`config.mk`:
```
export PLATFORM = sky130hd
export DESIGN_NAME = multi_press_countdown_timer_top
export DESIGN_NICKNAME = d
export VERILOG_FILES = /design/src/sv/mpct_pkg.sv /design/src/sv/mpct_cfg.sv /design/src/sv/mpct_core.sv /design/src/sv/mpct_disp.sv /design/src/sv/multi_press_countdown_timer_top.sv
export SDC_FILE = /design/constraint.sdc
export NUM_CORES = 1
export LEC_CHECK = 0
export ABC_AREA = 1
export BUFFER_PORTS_ARGS = -buffer_cell sky130_fd_sc_hd__buf_4
export CORE_MARGIN = 1.5
export CORE_UTILIZATION = 58
export CTS_BUF_LIST = sky130_fd_sc_hd__clkbuf_8
export CTS_CLUSTER_DIAMETER = 80
export DETAILED_ROUTE_END_ITERATION = 8
export PLACE_DENSITY = 0.89
export RECOVER_POWER = 25
export SLEW_MARGIN = 20
export SYNTH_ARGS = -nofsm -noshare
export SYNTH_HDL_FRONTEND = slang
export SYNTH_SLANG_ARGS = --single-unit
```
`constraint.sdc`:
```
create_clock -name clk_i -period 6.19 [get_ports clk_i]
set_input_delay 0.9285 -clock clk_i [delete_from_list [all_inputs] [get_ports clk_i]]
set_output_delay 0.9285 -clock clk_i [all_outputs]
set_load 0.01 [all_outputs]
```
`src/sv/mpct_pkg.sv`:
```
// Package for the multi-press countdown timer.
// Widths, register indexes, reset values and shared structs; no dependencies.
package mpct_pkg;

  localparam int unsigned CfgW    = 16;
  localparam int unsigned CfgIdxW = 8;
  localparam int unsigned BtnW    = 3;
  localparam int unsigned TimeW   = 32;
  localparam int unsigned SecW    = 20;
  localparam int unsigned MinW    = 15;
  localparam int unsigned SecShW  = 6;
  localparam int unsigned CntW    = 2;
  localparam int unsigned InDataW  = 40;
  localparam int unsigned OutDataW = 48;

  localparam logic [SecW-1:0] SecondsMax   = '1;
  localparam logic [BtnW-1:0] CenterButton = 3'd1;
  localparam logic [CntW-1:0] CntSat       = 2'd3;

  localparam logic [CfgW-1:0] RstPressWindow = 16'd500;
  localparam logic [CfgW-1:0] RstTickPeriod  = 16'd1000;
  localparam logic [CfgW-1:0] RstSingleAdd   = 16'd60;
  localparam logic [CfgW-1:0] RstDoubleAdd   = 16'd600;

  typedef enum logic [CfgIdxW-1:0] {
    REG_PRESS_WINDOW = 8'd0,
    REG_TICK_PERIOD  = 8'd1,
    REG_SINGLE_ADD   = 8'd2,
    REG_DOUBLE_ADD   = 8'd3
  } cfg_reg_e;

  typedef enum logic {
    CMD_POLL  = 1'b0,
    CMD_PRESS = 1'b1
  } cmd_e;

  typedef struct packed {
    logic [CfgW-1:0] press_window;
    logic [CfgW-1:0] tick_period;
    logic [CfgW-1:0] single_add;
    logic [CfgW-1:0] double_add;
  } cfg_t;

  typedef struct packed {
    logic            handled;
    logic [SecW-1:0] secs;
    logic [CntW-1:0] pend;
  } core_res_t;

endpackage

```
`src/sv/mpct_cfg.sv`:
```
// Configuration register file of the countdown timer.
// Depends on mpct_pkg.
module mpct_cfg (
  input  logic                         clk_i,
  input  logic                         rst_ni,
  input  logic                         wr_en_i,
  input  logic [mpct_pkg::CfgIdxW-1:0] wr_idx_i,
  input  logic [mpct_pkg::CfgW-1:0]    wr_data_i,
  output mpct_pkg::cfg_t               cfg_o
);
  import mpct_pkg::*;

  cfg_t cfg_q, cfg_d;

  always_comb begin
    cfg_d = cfg_q;
    if (wr_en_i) begin
      unique case (wr_idx_i)
        REG_PRESS_WINDOW: cfg_d.press_window = wr_data_i;
        REG_TICK_PERIOD:  cfg_d.tick_period  = wr_data_i;
        REG_SINGLE_ADD:   cfg_d.single_add   = wr_data_i;
        REG_DOUBLE_ADD:   cfg_d.double_add   = wr_data_i;
        default:          cfg_d = cfg_q; // unmapped index, write dropped
      endcase
    end
  end

  always_ff @(posedge clk_i or negedge rst_ni) begin
    if (!rst_ni) begin
      cfg_q.press_window <= RstPressWindow;
      cfg_q.tick_period  <= RstTickPeriod;
      cfg_q.single_add   <= RstSingleAdd;
      cfg_q.double_add   <= RstDoubleAdd;
    end else begin
      cfg_q <= cfg_d;
    end
  end

  assign cfg_o = cfg_q;

endmodule

```
`src/sv/mpct_core.sv`:
```
// Timer state and press-group decode; one item per cycle from the input register unless the result register stalls.
// Holds the timer state and the middle result register. Depends on mpct_pkg.
module mpct_core (
  input  logic                       clk_i,
  input  logic                       rst_ni,
  input  mpct_pkg::cfg_t             cfg_i,
  input  logic                       in_valid_i,
  output logic                       in_ready_o,
  input  logic                       in_cmd_i,
  input  logic [mpct_pkg::BtnW-1:0]  in_btn_i,
  input  logic [mpct_pkg::TimeW-1:0] in_now_i,
  output logic                       res_valid_o,
  input  logic                       res_ready_i,
  output mpct_pkg::core_res_t        res_o
);
  import mpct_pkg::*;

  logic [SecW-1:0]  secs_q, secs_d;
  logic [CntW-1:0]  cnt_q, cnt_d;
  logic [TimeW-1:0] lpt_q, lpt_d;
  logic [TimeW-1:0] ltt_q, ltt_d;
  logic             vld_q;
  core_res_t        res_q, res_d;

  logic             fire;
  logic [TimeW-1:0] dp, dt;
  logic             in_win, tick_due, close_grp;
  logic [CfgW-1:0]  add;
  logic [SecW:0]    sum;
  logic [SecW-1:0]  applied, base;

  assign in_ready_o = !vld_q || res_ready_i;
  assign fire       = in_valid_i && in_ready_o;

  // group settlement: add per press count, three or more clears
  always_comb begin
    unique case (cnt_q)
      2'd1:    add = cfg_i.single_add;
      2'd2:    add = cfg_i.double_add;
      default: add = '0;
    endcase
    sum = {1'b0, secs_q} + {{(SecW + 1 - CfgW){1'b0}}, add};
    if (cnt_q == CntSat) begin
      applied = '0;
    end else if (sum[SecW]) begin
      applied = SecondsMax;
    end else begin
      applied = sum[SecW-1:0];
    end
  end

  always_comb begin
    dp        = in_now_i - lpt_q;
    dt        = in_now_i - ltt_q;
    in_win    = dp <= {{(TimeW - CfgW){1'b0}}, cfg_i.press_window};
    tick_due  = dt >= {{(TimeW - CfgW){1'b0}}, cfg_i.tick_period};
    close_grp = (cnt_q != '0) && !in_win;
    base      = close_grp ? applied : secs_q;

    secs_d = secs_q;
    cnt_d  = cnt_q;
    lpt_d  = lpt_q;
    ltt_d  = ltt_q;
    res_d  = res_q;

    if (fire) begin
      res_d.handled = 1'b1;
      if (cmd_e'(in_cmd_i) == CMD_PRESS) begin
        if (in_btn_i == CenterButton) begin
          if (in_win) begin
            cnt_d = (cnt_q == CntSat) ? CntSat : cnt_q + 2'd1;
          end else begin
            secs_d = applied;
            cnt_d  = 2'd1;
          end
          lpt_d = in_now_i;
        end else begin
          res_d.handled = 1'b0;
        end
      end else if (tick_due) begin
        if (close_grp) begin
          cnt_d = '0;
        end
        secs_d = (base != '0) ? base - 1'b1 : '0;
        ltt_d  = in_now_i;
      end
      res_d.secs = secs_d;
      res_d.pend = cnt_d;
    end
  end

  always_ff @(posedge clk_i or negedge rst_ni) begin
    if (!rst_ni) begin
      secs_q <= '0;
      cnt_q  <= '0;
      lpt_q  <= '0;
      ltt_q  <= '0;
      vld_q  <= 1'b0;
    end else begin
      secs_q <= secs_d;
      cnt_q  <= cnt_d;
      lpt_q  <= lpt_d;
      ltt_q  <= ltt_d;
      if (in_ready_o) begin
        vld_q <= in_valid_i;
      end
    end
  end

  always_ff @(posedge clk_i) begin
    res_q <= res_d;
  end

  assign res_valid_o = vld_q;
  assign res_o       = res_q;

endmodule

```
`src/sv/mpct_disp.sv`:
```
// Output stage: splits remaining seconds into minutes and seconds and holds the result.
// Divide by 60 is a reciprocal multiply with one correction step. Depends on mpct_pkg.
module mpct_disp (
  input  logic                          clk_i,
  input  logic                          rst_ni,
  input  logic                          in_valid_i,
  output logic                          in_ready_o,
  input  mpct_pkg::core_res_t           in_res_i,
  output logic                          out_valid_o,
  input  logic                          out_ready_i,
  output logic                          out_handled_o,
  output logic [mpct_pkg::OutDataW-1:0] out_data_o
);
  import mpct_pkg::*;

  logic                vld_q;
  logic                hnd_q;
  logic [SecW-1:0]     secs_q;
  logic [MinW-1:0]     min_q, min_d;
  logic [SecShW-1:0]   sec_q, sec_d;
  logic [CntW-1:0]     pend_q;

  logic [SecW-3:0]     y;
  logic [SecW+13:0]    prod;
  logic [MinW-1:0]     q0;
  logic [SecW:0]       q60;
  logic [SecW:0]       rfull;
  logic [6:0]          r0;

  assign in_ready_o = !vld_q || out_ready_i;

  // x/60 = (x>>2)/15; 34952/2^19 undershoots 1/15 so q0 is the quotient or one less
  always_comb begin
    y     = in_res_i.secs[SecW-1:2];
    prod  = y * 16'd34952;
    q0    = prod[SecW+13:19];
    q60   = {q0, 6'd0} - {4'd0, q0, 2'd0};
    rfull = {1'b0, in_res_i.secs} - q60;
    r0    = rfull[6:0];
    if (r0 >= 7'd60) begin
      min_d = q0 + 1'b1;
      sec_d = SecShW'(r0 - 7'd60);
    end else begin
      min_d = q0;
      sec_d = r0[SecShW-1:0];
    end
  end

  always_ff @(posedge clk_i or negedge rst_ni) begin
    if (!rst_ni) begin
      vld_q <= 1'b0;
    end else if (in_ready_o) begin
      vld_q <= in_valid_i;
    end
  end

  always_ff @(posedge clk_i) begin
    if (in_ready_o && in_valid_i) begin
      hnd_q  <= in_res_i.handled;
      secs_q <= in_res_i.secs;
      min_q  <= min_d;
      sec_q  <= sec_d;
      pend_q <= in_res_i.pend;
    end
  end

  assign out_valid_o   = vld_q;
  assign out_handled_o = hnd_q;
  assign out_data_o    = {5'd0, pend_q, sec_q, min_q, secs_q};

endmodule

```
`src/sv/multi_press_countdown_timer_top.sv`:
```
// Top level of the multi-press countdown timer: input register, core, display stage.
// Depends on mpct_pkg, mpct_cfg, mpct_core and mpct_disp.
//
// Channel  | Direction | Ports                       | Contents
// s_axis   | in        | tvalid/tready/tdata/tuser   | tdata: button_number, now_ms; tuser: command
// m_axis   | out       | tvalid/tready/tdata/tuser   | tdata: remaining/min/sec/pending; tuser: handled
// cfg      | in        | cfg_valid/ready/index/data  | register index and 16-bit value
//
// Three register stages: input, timer core, display; an accepted item passes through
// them in that order to m_axis. One transaction per cycle is sustained while m_axis
// is not stalled. The timer state updates as an item leaves the input register, so
// each item sees the state left by the one before. Reset clears state and config to
// defaults. A stall on m_axis fills the stages back to s_axis_tready.
module multi_press_countdown_timer_top (
  input  logic                              clk_i,
  input  logic                              rst_ni,
  input  logic                              s_axis_tvalid,
  output logic                              s_axis_tready,
  input  logic [mpct_pkg::InDataW-1:0]      s_axis_tdata,  // [2:0] button_number, [34:3] now_ms
  input  logic                              s_axis_tuser,  // [0] command
  output logic                              m_axis_tvalid,
  input  logic                              m_axis_tready,
  // [19:0] remaining_seconds, [34:20] minutes_shown, [40:35] seconds_shown,
  // [42:41] pending_presses
  output logic [mpct_pkg::OutDataW-1:0]     m_axis_tdata,
  output logic                              m_axis_tuser,  // [0] handled
  input  logic                              cfg_valid_i,
  output logic                              cfg_ready_o,
  input  logic [mpct_pkg::CfgIdxW-1:0]      cfg_index_i,
  input  logic [mpct_pkg::CfgW-1:0]         cfg_data_i
);
  import mpct_pkg::*;

  cfg_t             cfg;
  logic             in_vld_q;
  logic             in_cmd_q;
  logic [BtnW-1:0]  in_btn_q;
  logic [TimeW-1:0] in_now_q;
  logic             core_ready;
  logic             mid_valid, mid_ready;
  core_res_t        mid_res;

  assign cfg_ready_o = 1'b1;

  mpct_cfg u_cfg (
    .clk_i     (clk_i),
    .rst_ni    (rst_ni),
    .wr_en_i   (cfg_valid_i && cfg_ready_o),
    .wr_idx_i  (cfg_index_i),
    .wr_data_i (cfg_data_i),
    .cfg_o     (cfg)
  );

  assign s_axis_tready = !in_vld_q || core_ready;

  always_ff @(posedge clk_i or negedge rst_ni) begin
    if (!rst_ni) begin
      in_vld_q <= 1'b0;
    end else if (s_axis_tready) begin
      in_vld_q <= s_axis_tvalid;
    end
  end

  always_ff @(posedge clk_i) begin
    if (s_axis_tready && s_axis_tvalid) begin
      in_cmd_q <= s_axis_tuser;
      in_btn_q <= s_axis_tdata[BtnW-1:0];
      in_now_q <= s_axis_tdata[BtnW+TimeW-1:BtnW];
    end
  end

  mpct_core u_core (
    .clk_i       (clk_i),
    .rst_ni      (rst_ni),
    .cfg_i       (cfg),
    .in_valid_i  (in_vld_q),
    .in_ready_o  (core_ready),
    .in_cmd_i    (in_cmd_q),
    .in_btn_i    (in_btn_q),
    .in_now_i    (in_now_q),
    .res_valid_o (mid_valid),
    .res_ready_i (mid_ready),
    .res_o       (mid_res)
  );

  mpct_disp u_disp (
    .clk_i         (clk_i),
    .rst_ni        (rst_ni),
    .in_valid_i    (mid_valid),
    .in_ready_o    (mid_ready),
    .in_res_i      (mid_res),
    .out_valid_o   (m_axis_tvalid),
    .out_ready_i   (m_axis_tready),
    .out_handled_o (m_axis_tuser),
    .out_data_o    (m_axis_tdata)
  );

  // seconds field always below a minute
  a_sec_range: assert property (@(posedge clk_i) disable iff (!rst_ni)
    m_axis_tvalid |-> (m_axis_tdata[40:35] < 6'd60))
    else $error("seconds_shown out of range");

  // minutes and seconds recombine to the remaining count
  a_div_consistent: assert property (@(posedge clk_i) disable iff (!rst_ni)
    m_axis_tvalid |->
      ({6'd0, m_axis_tdata[34:20]} * 21'd60 + {15'd0, m_axis_tdata[40:35]}
       == {1'b0, m_axis_tdata[19:0]}))
    else $error("minutes/seconds split inconsistent");

  // input backpressure only ever comes from a stalled output
  a_stall_origin: assert property (@(posedge clk_i) disable iff (!rst_ni)
    !s_axis_tready |-> (m_axis_tvalid && !m_axis_tready))
    else $error("input stalled without output stall");

endmodule

```
# [Word-level counts from Yosys, hierarchy flattened]
# Index checks and enable logic that the tools add are counted.
[totals] reg_bits=256 input_bits=70 out_inout_bits=52 elab_cells=81
[classes] n_addsub=9 n_mul=1 magnitude_cmp=3 n_eq_ne=7 mux=18 bitwise=1 reduce_logical=20
[op_table] operator="2-to-1 mux 20 bit" count=8
[op_table] operator="subtractor 32 bit" count=2
[op_table] operator=">= comparator 32 x 16 -> 1 bit" count=1
[op_table] operator="<= comparator 32 x 16 -> 1 bit" count=1
[op_table] operator="case mux 16 bit (2 select lines)" count=1
[op_table] operator="multiplier 18 x 13 -> 31 bit (second input constant)" count=1
[op_table] operator="adder 20 x 16 -> 21 bit" count=1
[op_table] operator="nonzero test 20 bit" count=1
[op_table] operator="subtractor 20 x 1 -> 20 bit (second input constant)" count=1
[op_table] operator="equality test 8 x 2 -> 1 bit (second input constant)" count=2
[op_table] operator="adder 15 x 1 -> 15 bit (second input constant)" count=1
[op_table] operator="2-to-1 mux 15 bit" count=1
[op_table] operator="subtractor 7 bit" count=2
[op_table] operator="2-to-1 mux 2 bit" count=6
[op_table] operator="equality test 8 x 1 -> 1 bit (second input constant)" count=1
[op_table] operator="zero test 8 bit" count=1
[op_table] operator="AND reduction 2 bit" count=4
[op_table] operator=">= comparator 7 x 6 -> 1 bit (second input constant)" count=1
[op_table] operator="2-to-1 mux 6 bit" count=1
[op_table] operator="AND reduction 3 bit" count=2
[op_table] operator="subtractor 6 bit (second input constant)" count=1
[op_table] operator="equality test 2 bit (second input constant)" count=2
[op_table] operator="logical AND 1 bit" count=4
[op_table] operator="zero test 1 bit" count=4
[op_table] operator="other kinds (7)" count=9

# [Longest topological paths before layout]
# Gate-level depths: netlist of run 1.
[logic_depth] ltp_word=10 depth_mapped=40 depth_no_buf=37

# [Hierarchy]
# Synthesis of run 1 repeated with hierarchy kept, for this count alone.
[unflattened] hier_cells=3094 hier_area_um2=21738.3
[modules_own_cells] module="mpct_core" instances=1 cells_per_inst=2042 area_per_inst_um2=12628.4
[modules_own_cells] module="mpct_disp" instances=1 cells_per_inst=713 area_per_inst_um2=5163.7
[modules_own_cells] module="mpct_cfg" instances=1 cells_per_inst=295 area_per_inst_um2=2808.9
[modules_own_cells] module="multi_press_countdown_timer_top" instances=1 cells_per_inst=44 area_per_inst_um2=1137.3

# [Least setup slack after synthesis of run 1]
# No wires, ideal clock.
[synth_timing] path_kind="reg2reg" startpoint="register u_core.res_q, in the netlist u_core.res_o[9]" endpoint="register u_disp.min_q[11], data pin" setup_ps=254 arrival_time_ps=5641 required_time_ps=5936 path_slack_ps=295 path_stages_with_launch=29 path_buffers=0 synth_period_minus_slack_ps=5895 path_cell_list="edfxtp_1 -> ha_1 -> inv_1 -> fa_1 -> fa_1 -> inv_1 -> ha_1 -> ha_1 -> nand2_1 -> o21a_1 -> o21a_1 -> o21ai_1 -> xor2_1 -> inv_1 -> ha_1 -> inv_1 -> ha_1 -> o31ai_1 -> nand2_1 -> nand2_1 -> a21oi_1 -> xor2_1 -> xnor2_1 -> xor2_1 -> nand2_1 -> nand2_1 -> nor3_1 -> nand4_1 -> o21a_1"
[synth_between] elab_chain_len=5
[synth_rtl] element="start, declared" line="mpct_core.sv:23" rtl="core_res_t res_q, res_d;"
[synth_rtl] element="start signal, assigned" line="mpct_core.sv:111" rtl="res_q <= res_d;"
[synth_rtl] element="multiplier 18 x 13 -> 31 bit (*)" line="mpct_disp.sv:35" rtl="prod = y * 16'd34952;"
[synth_rtl] element="subtractor 7 bit" line="mpct_disp.sv:37" rtl="q60 = {q0, 6'd0} - {4'd0, q0, 2'd0};"
[synth_rtl] element="subtractor 7 bit" line="mpct_disp.sv:38" rtl="rfull = {1'b0, in_res_i.secs} - q60;"
[synth_rtl] element=">= comparator 7 x 6 -> 1 bit" line="mpct_disp.sv:40" rtl="if (r0 >= 7'd60) begin"
[synth_rtl] element="2-to-1 mux 15 bit (*)" line="mpct_disp.sv:40"
[synth_rtl] element="net u_disp.min_d[11]" line="mpct_disp.sv:19" rtl="logic [MinW-1:0] min_q, min_d;"
[synth_rtl] element="end signal, assigned" line="mpct_disp.sv:61" rtl="min_q <= min_d;"
[synth_rtl] element="end, declared" line="mpct_disp.sv:19"
# The timed path passes the listed nets; every way through them passes the cells marked *.
# A chain may end at the register's enable or synchronous reset.

# [Worst setup path in the final report of run 1]
[layout_timing] startpoint="register u_core.res_q, in the netlist u_core.res_o[9]" endpoint="register u_disp.min_q[10], data pin"
# Same word-level chain as after synthesis.

==> results of run 1 <==
cell families after synthesis:
logic type      count (synthesis)  share of synthesized area [%]
compound gates                431                          11.59
xor+xnor                       89                          3.867
fa+ha+maj                     222                          14.45
buf+inv                       540                          10.46
flops                         254                          34.16
other cells                     2                        0.03726
simple gates                 1217                          25.43
placed cells by master (no fill, tap or decap), drive strengths merged, types with 14 or more instances in the layout:
cell,Yosys,routed
nand2,846,846
inv,477,498
buf,23,90
o21ai,223,223
nand3b,14,14
fa,18,18
xor2,67,67
xnor2,22,22
ha,204,204
nor3,24,24
edfxtp,101,101
clkbuf,38,94
nor2,177,177
dfstp,20,20
dfrtp,133,133
a21oi,140,140
nand3,109,109
nand4,25,25
per-stage QoR:
step | TNS, ns | hold WS (ns)
2_1_floorplan | 0 | 0.4003
3_3_place_gp | 0 | 0.4069
3_5_place_dp | -0.1393 | 0.4165
4_1_cts | 0 | 0.3904
6_report | 0 | 0.4290
5_1_grt | -0.5085 | 0.4348
state kept, by name, summed over array words and instances, names as in the netlist:
signal and count:
in_now_q 32, u_cfg.cfg_o 64, u_core.cnt_q 2, u_disp.out_handled_o 1, u_core.lpt_q 32, u_core.res_valid_o 1, u_core.res_o 23, u_disp.pend_q 2
u_disp.secs_q 18, in_cmd_q 1, in_vld_q 1, u_disp.min_q 15, u_disp.out_valid_o 1, u_core.ltt_q 32, u_core.secs_q 20, u_disp.sec_q 6
in_btn_q 3
cells in the mapped netlist (10+ instances only):
cell type / number
a21o_1: 13
a21oi_1: 139
buf_4: 10
clkbuf_1: 38
dfrtp_1: 133
dfstp_2: 20
edfxtp_1: 101
fa_1: 18
ha_1: 204
inv_1: 458
inv_2: 18
nand2_1: 815
nand2_2: 26
nand3_1: 101
nand3b_1: 14
nand4_1: 25
nor2_1: 156
nor2_2: 17
nor3_1: 24
o211ai_1: 12
o21ai_0: 204
o21ai_1: 18
o21bai_1: 13
xnor2_1: 22
xor2_1: 67
routing by layer:
layer	vias up	wire length, um
li1	9057	-
met1	8696	21780
met2	787	26560
met3	191	3677
met4	0	2741
met5	-	0
final cells by class:
class	count	area share [%]
Multi-Input combinational cell	1965	50.39
Sequential cell	254	30.55
Inverter	479	7.988
Timing Repair Buffer	134	4.363
Clock buffer	50	3.053
Tap cell	455	2.526
Clock inverter	34	1.127
worst max-delay path: cells and delay by family, from the launching register on:
kind                       cells  cell delay, ns
AOI/OAI and AO/OA              5            0.74
xor gates and xnor gates       5            0.72
DFF                            1            0.43
adders and majority gates      7            2.51
buffers and inverters          4            0.25
and+or+nand+nor                8            1.02
timing repair:
action | 4_1_cts | 5_1_grt
resized for setup | 2 | 23
endpoints found under the setup margin | 4 | 13
setup buffers | 1 | 9
pin swaps | 0 | 10
how the worst min path moves through the flow:
| stage | cells past startpoint | end | start |
|---|---|---|---|
| finish | 0 | u_disp.out_handled_o$_DFFE_PP_ | u_core.res_o[22]$_SDFFCE_PN1P_ |
| global route | 0 | u_disp.out_handled_o$_DFFE_PP_ | u_core.res_o[22]$_SDFFCE_PN1P_ |
| CTS | 1 | u_cfg.cfg_o[27]$_DFFE_PN0P_ | rst_ni |
| detailed placement | 0 | u_disp.out_handled_o$_DFFE_PP_ | u_core.res_o[22]$_SDFFCE_PN1P_ |
| global placement | 0 | u_disp.pend_q[1]$_DFFE_PP_ | u_core.res_o[1]$_DFFE_PP_ |
| floorplan | 0 | u_disp.out_handled_o$_DFFE_PP_ | u_core.res_o[22]$_SDFFCE_PN1P_ |
==> flow_summary_export.csv, run 1 <==
group,metric,value,unit
detailed_routing,ant_nets,0,
final_layout,fin_nets,3171,
status,violations,"capacitance limit, slew limit",
final_layout,nFillCells,2853,
yosys,async_flop_share,60.24,%
critical_path,worstPathRequired,6.55,ns
detailed_routing,routed_wl,54.75,mm
clock_network,clockRootBuffer,"clkbuf_8",
yosys,synth-main-ff-cell,"dfrtp_1",
detailed_routing,dr_total_vias,18730,
yosys,syn_area_per_cell,7.317,um^2
clock_network,cts_tree,"done",
flow_run,cap_violations,1,
critical_path,worst_r2r_endpoint,"u_disp.min_q[10]$_DFFE_PP_",
yosys,syn_area,20160,um^2
die,die_y,189.4,um
timing,setup_viol,0,
critical_path,max_stage_delay,0.52,ns
global_route,grt_pass1_vias,18260,
critical_path,path_class,"flop to flop",
yosys,yosysWarnings,0,
critical_path,worst_r2r_path_depth,29,
yosys,synth_area_leader_cell,"dfrtp_1",
timing,relSlewSlack,-222.0,%
critical_path,cp-end-kind,"flop",
final_layout,multi_input_area,11360,um^2
final_layout,final_util,65.58,%
placement,port_buffers,110,
timing,finClkSkew,0.03579,ns
global_route,grt_overflow,0,
global_route,use_met3,4.300,%
critical_path,crit_end,"u_disp.min_q[10]$_DFFE_PP_",
critical_path,r2r_start,"u_core.res_o[9]$_DFFE_PP_",
clock_network,htree_levels,2,
global_route,grt_busiest_layer,"met2",
timing,max_freq,0.1684,GHz
yosys,synth_top_area_share,16.51,%
critical_path,cp_max_fo,5,
placement,dpl_cell_area,21390,um^2
timing,hold_viol,0,
status,status,"complete, but fails checks",
detailed_routing,drt-initial-drc-count,1416,
timing,tightest_slew,4.830,ns
critical_path,cp.arrival,6.30,ns
timing,final_min_period_over_clock_period,95.92,%
detailed_routing,post_drt_via_cell_ratio,5.557,
clock_network,insertion_delay,0.65,ns
placement,routabilityCongestion,1.052,
min_path,hp-class,"flop to flop",
placement,place_inst,3277,
final_layout,final_cells,3371,
die,ioPinCount,122,
final_layout,final_area,22540,um^2
die,dieArea,35880,um^2
final_layout,num_antenna_cells,0,
die,core_area,34370,um^2
critical_path,setup.worst_path.start_class,"flop",
final_layout,final_layout_size_suffix_gt1_share,11.18,%
global_route,track_usage,30.45,%
global_route,antenna_found_initial,0,
final_layout,final-seq-area,6887,um^2
clock_network,numCtsBuffers,45,
detailed_routing,drc,0,
yosys,yosysSeqAreaShare,34.16,%
critical_path,startpoint,"u_core.res_o[9]$_DFFE_PP_",
yosys,synth_area_leaders,"dfrtp_1, nand2_1, edfxtp_1",
timing,period_minus_slack,5.938,ns
die,start_util,58.65,%
die,std_cell_rows,68,
clock_network,ctsHoldBuffers,0,
placement,dp_slack,-0.06460,ns
global_route,met2_usage,53.18,%
timing,fin_ws,0.2524,ns
placement,post-dp-hpwl,41.47,mm
clock_network,cts_sinks,254,
yosys,synth_enable_flop_cells,101,
detailed_routing,first_pass_iters,6,
yosys,ys_seq_elements,254,
detailed_routing,wire_per_inst,16.24,um
yosys,synth.distinct_cells,55,
critical_path,cp_slowest_cell,"fa_1",
yosys,synth_cells,2755,
global_route,grt_pass1_wl,87.27,mm
clock_network,cts_buffer_depth,3,
critical_path,rrSetupSlack,0.25,ns
global_route,grt_use_met1,36.49,%
timing,slew_viol_final,92,
final_layout,syn_to_final_growth,11.82,%
die,die_w,189.4,um
clock_network,path_clk_slew,0.06,ns
global_route,grt_max_degree,92,
Power of run 1 is left out: the tool's default activity adds up to more than one toggle a clock period on the data nets, which glitch-free logic cannot reach.
==> inputs of run 2 (changes only) <==
- GPL_ROUTABILITY_DRIVEN: unset -> 1
- GPL_TIMING_DRIVEN: unset -> 0
==> flow_summary_export.csv, run 2 (same netlist as run 1, synthesis figures left out) <==
group,metric,value,unit
global_route,track_usage,32.73,%
status,status,"complete, but fails checks",
timing,slew_viol_final,75,
clock_network,clockRootBuffer,"clkbuf_8",
detailed_routing,routed_wl,58.73,mm
die,dieArea,35880,um^2
placement,routabilityCongestion,1.039,
clock_network,htree_levels,2,
final_layout,final-seq-area,6887,um^2
detailed_routing,first_pass_iters,5,
critical_path,path_buf_inv,6,
global_route,grt_max_degree,80,
detailed_routing,dr_total_vias,18900,
detailed_routing,drc,0,
critical_path,critical-path-top-delay-family,"adder cells",
placement,port_buffers,110,
final_layout,largest_reg_flops,64,
final_layout,layout_common_cells,"nand2_1, inv_1, o21ai_0",
timing,tightest_slew,4.380,ns
timing,period_minus_slack,6.071,ns
final_layout,nFillCells,2873,
critical_path,max_stage_delay,0.55,ns
detailed_routing,ant_nets,0,
timing,hold_viol,0,
timing,finClkSkew,0.06140,ns
detailed_routing,wire_per_inst,17.15,um
global_route,antenna_found_initial,0,
final_layout,final_cells,3424,
flow_run,cap_violations,1,
clock_network,cts_tree,"done",
die,ioPinCount,122,
die,start_util,58.65,%
final_layout,fin_nets,3228,
timing,relSlewSlack,-192.0,%
timing,final_min_period_over_clock_period,98.09,%
timing,fin_ws,0.1185,ns
clock_network,ctsHoldBuffers,0,
critical_path,cp.arrival,6.44,ns
clock_network,cts_buffer_depth,3,
final_layout,final_layout_size_suffix_gt1_share,11.96,%
die,std_cell_rows,68,
final_layout,layout_commonest_cell,"nand2_1",
clock_network,cts_sinks,254,
detailed_routing,post_drt_via_cell_ratio,5.518,
timing,setup_viol,0,
timing,max_freq,0.1647,GHz
status,violations,"capacitance limit, slew limit",
clock_network,insertion_delay,0.64,ns
critical_path,cp_slowest_cell,"fa_1",
global_route,grt_pass1_wl,92.65,mm
placement,post-dp-hpwl,45.82,mm
global_route,grt_overflow,0,
critical_path,cp_max_fo,5,
final_layout,multi_input_area,11420,um^2
placement,place_inst,3327,
critical_path,setup.worst_path.start_class,"flop",
min_path,hp-class,"flop to flop",
clock_network,numCtsBuffers,43,
global_route,grt_pass1_vias,18340,
die,die_w,189.4,um
critical_path,path_class,"flop to flop",
critical_path,cp-end-kind,"flop",
critical_path,crit_top_cell,"inv_1",
final_layout,syn_to_final_growth,13.63,%
final_layout,num_antenna_cells,0,
die,core_area,34370,um^2
critical_path,worstPathRequired,6.56,ns
detailed_routing,drt-initial-drc-count,1565,
placement,dp_slack,-0.4503,ns
die,die_y,189.4,um
clock_network,path_clk_slew,0.07,ns
run 2: timing repair:
action | 4_1_cts | 5_1_grt
gates resized for setup | 7 | 35
pin swaps | 1 | 16
setup endpoints to repair | 16 | 46
buffers inserted | 6 | 13
run 2: metrics by stage:
| stage | setup TNS, ns | hold slack [ns] | area, um^2 | utilization, % |
|---|---|---|---|---|
| 2_1_floorplan | 0 | 0.4003 | 20170 | - |
| 3_3_place_gp | -1.984 | 0.4072 | 21570 | 62.75 |
| 3_5_place_dp | -3.872 | 0.4045 | 21660 | 63.02 |
| 4_1_cts | 0 | 0.2807 | 22630 | 65.85 |
| 5_1_grt | -0.7887 | 0.4340 | 22910 | 66.64 |
| 6_report | 0 | 0.4186 | 22910 | 66.64 |
run 2: worst paths after layout:
path	cells after the start	end	slack, ns	from
worst min register to register	0	u_disp.pend_q[1]$_DFFE_PP_	0.42	u_core.res_o[1]$_DFFE_PP_
worst max-delay path	29	u_disp.min_q[12]$_DFFE_PP_	0.12	u_core.res_o[8]$_DFFE_PP_
worst min-delay path	0	u_disp.pend_q[1]$_DFFE_PP_	0.42	u_core.res_o[1]$_DFFE_PP_
worst max register to register	29	u_disp.min_q[12]$_DFFE_PP_	0.12	u_core.res_o[8]$_DFFE_PP_
max in group asynchronous	1	u_core.secs_q[7]$_DFFE_PN0P_	1.87	rst_ni
min in group asynchronous	1	u_core.lpt_q[1]$_DFFE_PN0P_	1.87	rst_ni
run 2: final cells by class:
cell class,instances,area share [%]
inverters,479,7.860
well taps,455,2.485
flip-flops and latches,254,30.07
repair buffers,132,4.457
plain buffers,61,1.355
clock inverters,25,0.7429
multi-input cells,1965,49.85
clock buffers,53,3.185
run 2: per-layer routing:
layer | GRT usage (%) | wire length [um] | up-vias
li1 | - | - | 9174
met1 | 40.26 | 23370 | 8806
met2 | 56.16 | 28190 | 719
met3 | 5.579 | 4257 | 196
met4 | 14.84 | 2905 | 0
met5 | 0 | 0 | -
Power of run 2 is left out for the same reason.
